[src/sv/brm_pkg.sv]
// brm_pkg: shared constants, types and the power-of-ten rom for the rate meter
// no dependencies
package brm_pkg;
	localparam int CHANNELS_DEF = 3;
	localparam int TOP_SCALE_DEF = 116;
	localparam logic [6:0] RESET_INDEX = 7'd50;
	localparam logic [23:0] RESET_WINDOW = 24'd1000000;
	localparam logic [5:0] RESET_SHRINK = 6'd20;
	localparam logic [39:0] RATE_MAX = {40{1'b1}};
	localparam logic [30:0] FIVE_POW_13 = 31'd1220703125;
	localparam logic CFG_WINDOW = 1'b0;
	localparam logic CFG_SHRINK = 1'b1;
	localparam logic CMD_SAMPLE = 1'b0;
	localparam logic CMD_FRAME = 1'b1;

	typedef struct packed {
		logic [63:0] num;
		logic [39:0] den;
		logic        start;
	} div_req_t;

	// commands from the controller to the datapath
	typedef struct packed {
		logic load;
		logic div_start;
		logic div_sel;
		logic mul_go;
		logic cmp_go;
		logic commit;
	} brm_cmd_t;

	typedef struct packed {
		logic div_done;
		logic is_frame;
		logic skip;
		logic direct;
	} brm_sts_t;

	function automatic logic [46:0] pow10(input logic [3:0] d);
		logic [46:0] r;
		r = 47'd1;
		case (d)
			4'd0: r = 47'd1;
			4'd1: r = 47'd10;
			4'd2: r = 47'd100;
			4'd3: r = 47'd1000;
			4'd4: r = 47'd10000;
			4'd5: r = 47'd100000;
			4'd6: r = 47'd1000000;
			4'd7: r = 47'd10000000;
			4'd8: r = 47'd100000000;
			4'd9: r = 47'd1000000000;
			4'd10: r = 47'd10000000000;
			4'd11: r = 47'd100000000000;
			4'd12: r = 47'd1000000000000;
			4'd13: r = 47'd10000000000000;
			default: r = 47'd100000000000000;
		endcase
		return r;
	endfunction

	// index / 9 by reciprocal multiply, exact for every 7-bit index
	function automatic logic [3:0] idx_decade(input logic [6:0] i);
		logic [12:0] p;
		p = 13'(i) * 13'd57;
		return p[12:9];
	endfunction

	// index mod 9 plus two
	function automatic logic [3:0] idx_steps(input logic [6:0] i);
		logic [6:0] q9;
		q9 = {3'd0, idx_decade(i)} * 7'd9;
		return 4'(i - q9) + 4'd2;
	endfunction
endpackage

[src/sv/brm_ctrl.sv]
// brm_ctrl: sequencer for one item at a time through the datapath
// depends on brm_pkg
module brm_ctrl (
	input  logic              clk,
	input  logic              arst_n,
	input  logic              in_valid,
	output logic              in_ready,
	output logic              out_valid,
	input  logic              out_ready,
	output brm_pkg::brm_cmd_t cmd,
	input  brm_pkg::brm_sts_t sts
);
	typedef enum logic [2:0] {IDLE, DECODE, DIV1, MUL, DIV2, CMP, COMMIT, SHOW} state_t;
	state_t state_q;
	logic   sel_q;

	assign in_ready = state_q == IDLE && !out_valid;

	always_comb begin
		cmd = '0;
		cmd.load = in_valid && in_ready;
		cmd.div_sel = sel_q;
		cmd.div_start = (state_q == DECODE && !sts.is_frame && !sts.skip)
			|| (state_q == MUL && !sts.direct);
		if (state_q == MUL) cmd.div_sel = 1'b1;
		cmd.mul_go = state_q == DIV1 && sts.div_done;
		cmd.cmp_go = state_q == DECODE || (state_q == DIV1 && sts.div_done);
		cmd.commit = state_q == COMMIT;
	end

	always_ff @(posedge clk or negedge arst_n) begin
		if (!arst_n) begin
			state_q <= IDLE;
			out_valid <= 1'b0;
			sel_q <= 1'b0;
		end else begin
			if (out_valid && out_ready) out_valid <= 1'b0;
			case (state_q)
				IDLE: if (cmd.load) state_q <= DECODE;
				DECODE: begin
					sel_q <= 1'b0;
					state_q <= (sts.is_frame || sts.skip) ? COMMIT : DIV1;
				end
				DIV1: if (sts.div_done) state_q <= MUL;
				MUL: begin
					sel_q <= 1'b1;
					state_q <= sts.direct ? COMMIT : DIV2;
				end
				DIV2: if (sts.div_done) state_q <= COMMIT;
				COMMIT: state_q <= SHOW;
				SHOW: begin
					out_valid <= 1'b1;
					sel_q <= 1'b0;
					state_q <= IDLE;
				end
				default: state_q <= IDLE;
			endcase
		end
	end
endmodule

[config.mk]
export PLATFORM = sky130hd
export DESIGN_NAME = brm_ctrl
export DESIGN_NICKNAME = d
export VERILOG_FILES = /design/src/sv/brm_pkg.sv /design/src/sv/brm_ctrl.sv
export SDC_FILE = /design/constraint.sdc
export NUM_CORES = 1
export LEC_CHECK = 0
export BUFFER_PORTS_ARGS = -buffer_cell sky130_fd_sc_hd__buf_2
export CAP_MARGIN = 20
export CORE_AREA = 3 3 40 42
export DETAILED_ROUTE_END_ITERATION = 8
export DIE_AREA = 0 0 43 45
export GPL_TIMING_DRIVEN = 0
export HOLD_SLACK_MARGIN = 0.06
export PLACE_DENSITY = 0.49
export SYNTH_ARGS = -nofsm -noshare
export SYNTH_HDL_FRONTEND = slang
export SYNTH_SLANG_ARGS = --single-unit
[constraint.sdc]
create_clock -name clk -period 2.8 [get_ports clk]
set_input_delay 0.56 -clock clk [delete_from_list [all_inputs] [get_ports clk]]
set_output_delay 0.56 -clock clk [all_outputs]
set_load 0.05 [all_outputs]
==> qor.csv <==
stage,metric,value,unit
cts,cts_tree,yes,
logic_synthesis,syn_avg_cell_area,8.79,sq um
timing,fmax,490,MHz
timing,relSlewSlack,82.3,%
global_routing,antenna_found_initial,0,
cells_and_area,area_growth,38.3,%
critical_path,cp.required,2.24,ns
critical_path,cp_top_family,flip-flops,
cts,cts_buffers,3,
cells_and_area,multi_input_area,156,sq um
global_routing,grt_usage,7.95,%
timing,drv_slew,0,
critical_path,cp.depth,3,
cells_and_area,nFillCells,153,
critical_path,worst-r2r-cell-count,3,
timing,tightest_slew,0.264,ns
critical_path,r2r_setup_slack,1.73,ns
cts,clk_path_buf_depth,2,
global_routing,grt_overflow,0,
cts,cts.htree.levels,1,
cts,cts_sinks,5,
global_routing,grt_pass1_vias,242,
place,hpwl,552,um
timing,setup-tns-final,0,ns
cells_and_area,final_common_cell,buf_2,
cells_and_area,diodes,0,
global_routing,grt_pass1_wl,1090,um
die,start_util,24.6,%
critical_path,start_kind,flip-flop,
critical_path,cp_max_fo,4,
timing,final_hold_viol_count,0,
die,io_pins,16,
detailed_routing,first_pass_iters,2,
detailed_routing,routedWlPerCell,10.2,um
timing,fin_skew,0.00428,ns
critical_path,timing.rr.end,state_q[2]$_DFFE_PN0P_,
critical_path,cpPeakStageDelay,0.42,ns
cells_and_area,final_cell_mix,"buf_2, dfrtp_1, nand2_1, o21ai_0, clkbuf_4",
cts,cts.reportedPaths.clkPinSlew,0.05,ns
cells_and_area,utilization,34.1,%
logic_synthesis,synth.distinct_cells,22,
timing,rsz0062_at_grt,no,
logic_synthesis,synth-seq-cells,5,
detailed_routing,drc,0,
detailed_routing,viasPerCell,4.49,
cells_and_area,drive_gt1_share,49.1,%
cts,cts_resized,0,
critical_path,crit_chain,"or3_1, a21boi_1, buf_2",
die,die_w,43,um
logic_synthesis,synth_warnings,0,
die,core_area,0.00128,sq mm
cts,clkLatencyLatePin,0.25,ns
critical_path,cp.arrival,1.48,ns
critical_path,cp-endpoint,cmd[4],
die,die_area,0.00194,sq mm
timing,fin_crit_sh,72.9,%
cts,cts_root_buf,clkbuf_4,
critical_path,rr_startpoint,state_q[1]$_DFFE_PN0P_,
critical_path,critPathSlowestCell,dfrtp_1,
cells_and_area,seq_area,125,sq um
critical_path,setup.worst_path.start,state_q[1]$_DFFE_PN0P_,
detailed_routing,vias,314,
logic_synthesis,synthesis.area,317,sq um
detailed_routing,postRouteAntennaNets,0,
timing,setup_viol,0,
global_routing,grt_max_degree,11,
cells_and_area,final_nets,64,
place,port_buffers,15,
die,row_count,13,
cts,ctsHoldBuffers,0,
die,die_y,45,um
run,max_cap_viol_count,0,
place,place_congestion,0.647,
logic_synthesis,ys_seq_area_share,39.5,%
hold_path,min-delay-path-class,in -> async,
logic_synthesis,syn_inst,36,
detailed_routing,drtIter0Drc,2,
timing,post-route-min-period,2.04,ns
critical_path,critPathBufInv,1,
logic_synthesis,synth_nets,44,
status,status,"complete, no violations",
detailed_routing,drt_wl_total,711,um
critical_path,crit_type,reg -> out,
cts,post_cts_buffers,0,
critical_path,crit_path_end_kind,output pin,
[cell type report]
class | instances | area share [%]
tap | 15 | 4.29
sequential | 5 | 28.6
clock inverter | 1 | 1.14
multi-input combinational | 26 | 35.7
clock buffer | 3 | 5.14
buffer | 3 | 6.29
timing repair buffer | 15 | 17.1
inverter | 2 | 1.71
[synth_stat cells]
master	instances	share of area, %
nand2b_1	1	2.0
or3_1	1	2.0
a22o_1	1	2.8
nand2_2	1	2.0
nor2b_2	1	2.8
a21oi_1	2	3.2
nand3_1	2	3.2
nor2_1	2	2.4
mux2_2	1	3.6
inv_1	2	2.4
nor4_2	1	4.0
nor3_1	1	1.6
buf_2	1	1.6
a21boi_1	1	2.4
o21ai_0	3	4.7
dfrtp_1	5	40
and2_1	1	2.0
nand2_1	3	3.6
buf_6	2	7.1
nor2_2	1	2.0
o21ai_1	2	3.2
a21o_1	1	2.4
[state kept, by name (all words and copies together) (netlist names)]
register   cells
out_valid      1
sel_q          1
state_q        3
[metrics by stage]
stage / cell area, sq um / setup WS (ns) / hold WS, ns / cells
after detailed placement: 410 / 0.811 / 0.382 / 66
after global placement: 410 / 0.810 / 0.382 / 66
final: 438 / 0.760 / 0.121 / 70
after floorplan: 317 / 0.155 / 0.264 / 36
after global routing: 438 / 0.660 / 0.107 / 70
after CTS: 438 / 0.744 / 0.117 / 70
[how the worst min path moves through the flow]
stage	from	end	slack [ns]	cells past startpoint
3_5_place_dp	arst_n	sel_q$_DFFE_PN0P_	0.38	1
3_3_place_gp	arst_n	sel_q$_DFFE_PN0P_	0.38	1
6_report	arst_n	state_q[2]$_DFFE_PN0P_	0.12	1
2_1_floorplan	arst_n	out_valid$_DFFE_PN0P_	0.26	0
4_1_cts	arst_n	state_q[2]$_DFFE_PN0P_	0.12	1
5_1_grt	arst_n	state_q[2]$_DFFE_PN0P_	0.11	1
[layer usage]
metal  wire (um)  track usage [%]  part of all wire [%]  vias to the layer above
li1            -                -                     -                      158
met1         345             10.3                    49                      145
met2         302             10.2                    42                       11
met3          62             6.37                   8.7                        0
met4           0             1.81                     0                        0
met5           0                0                     0                        -
[kinds of logic (layout without fill, tap and decap cells)]
logic type,Yosys count,count (layout),share of synthesized area (%)
simple gates,15,15,27.3
buf+inv,5,24,11.1
mux,1,1,3.56
compound gates,10,10,18.6
flops,5,5,39.5
Power is not shown: default switching activity piles up to over one toggle a cycle in this logic, so the estimate is an artifact.
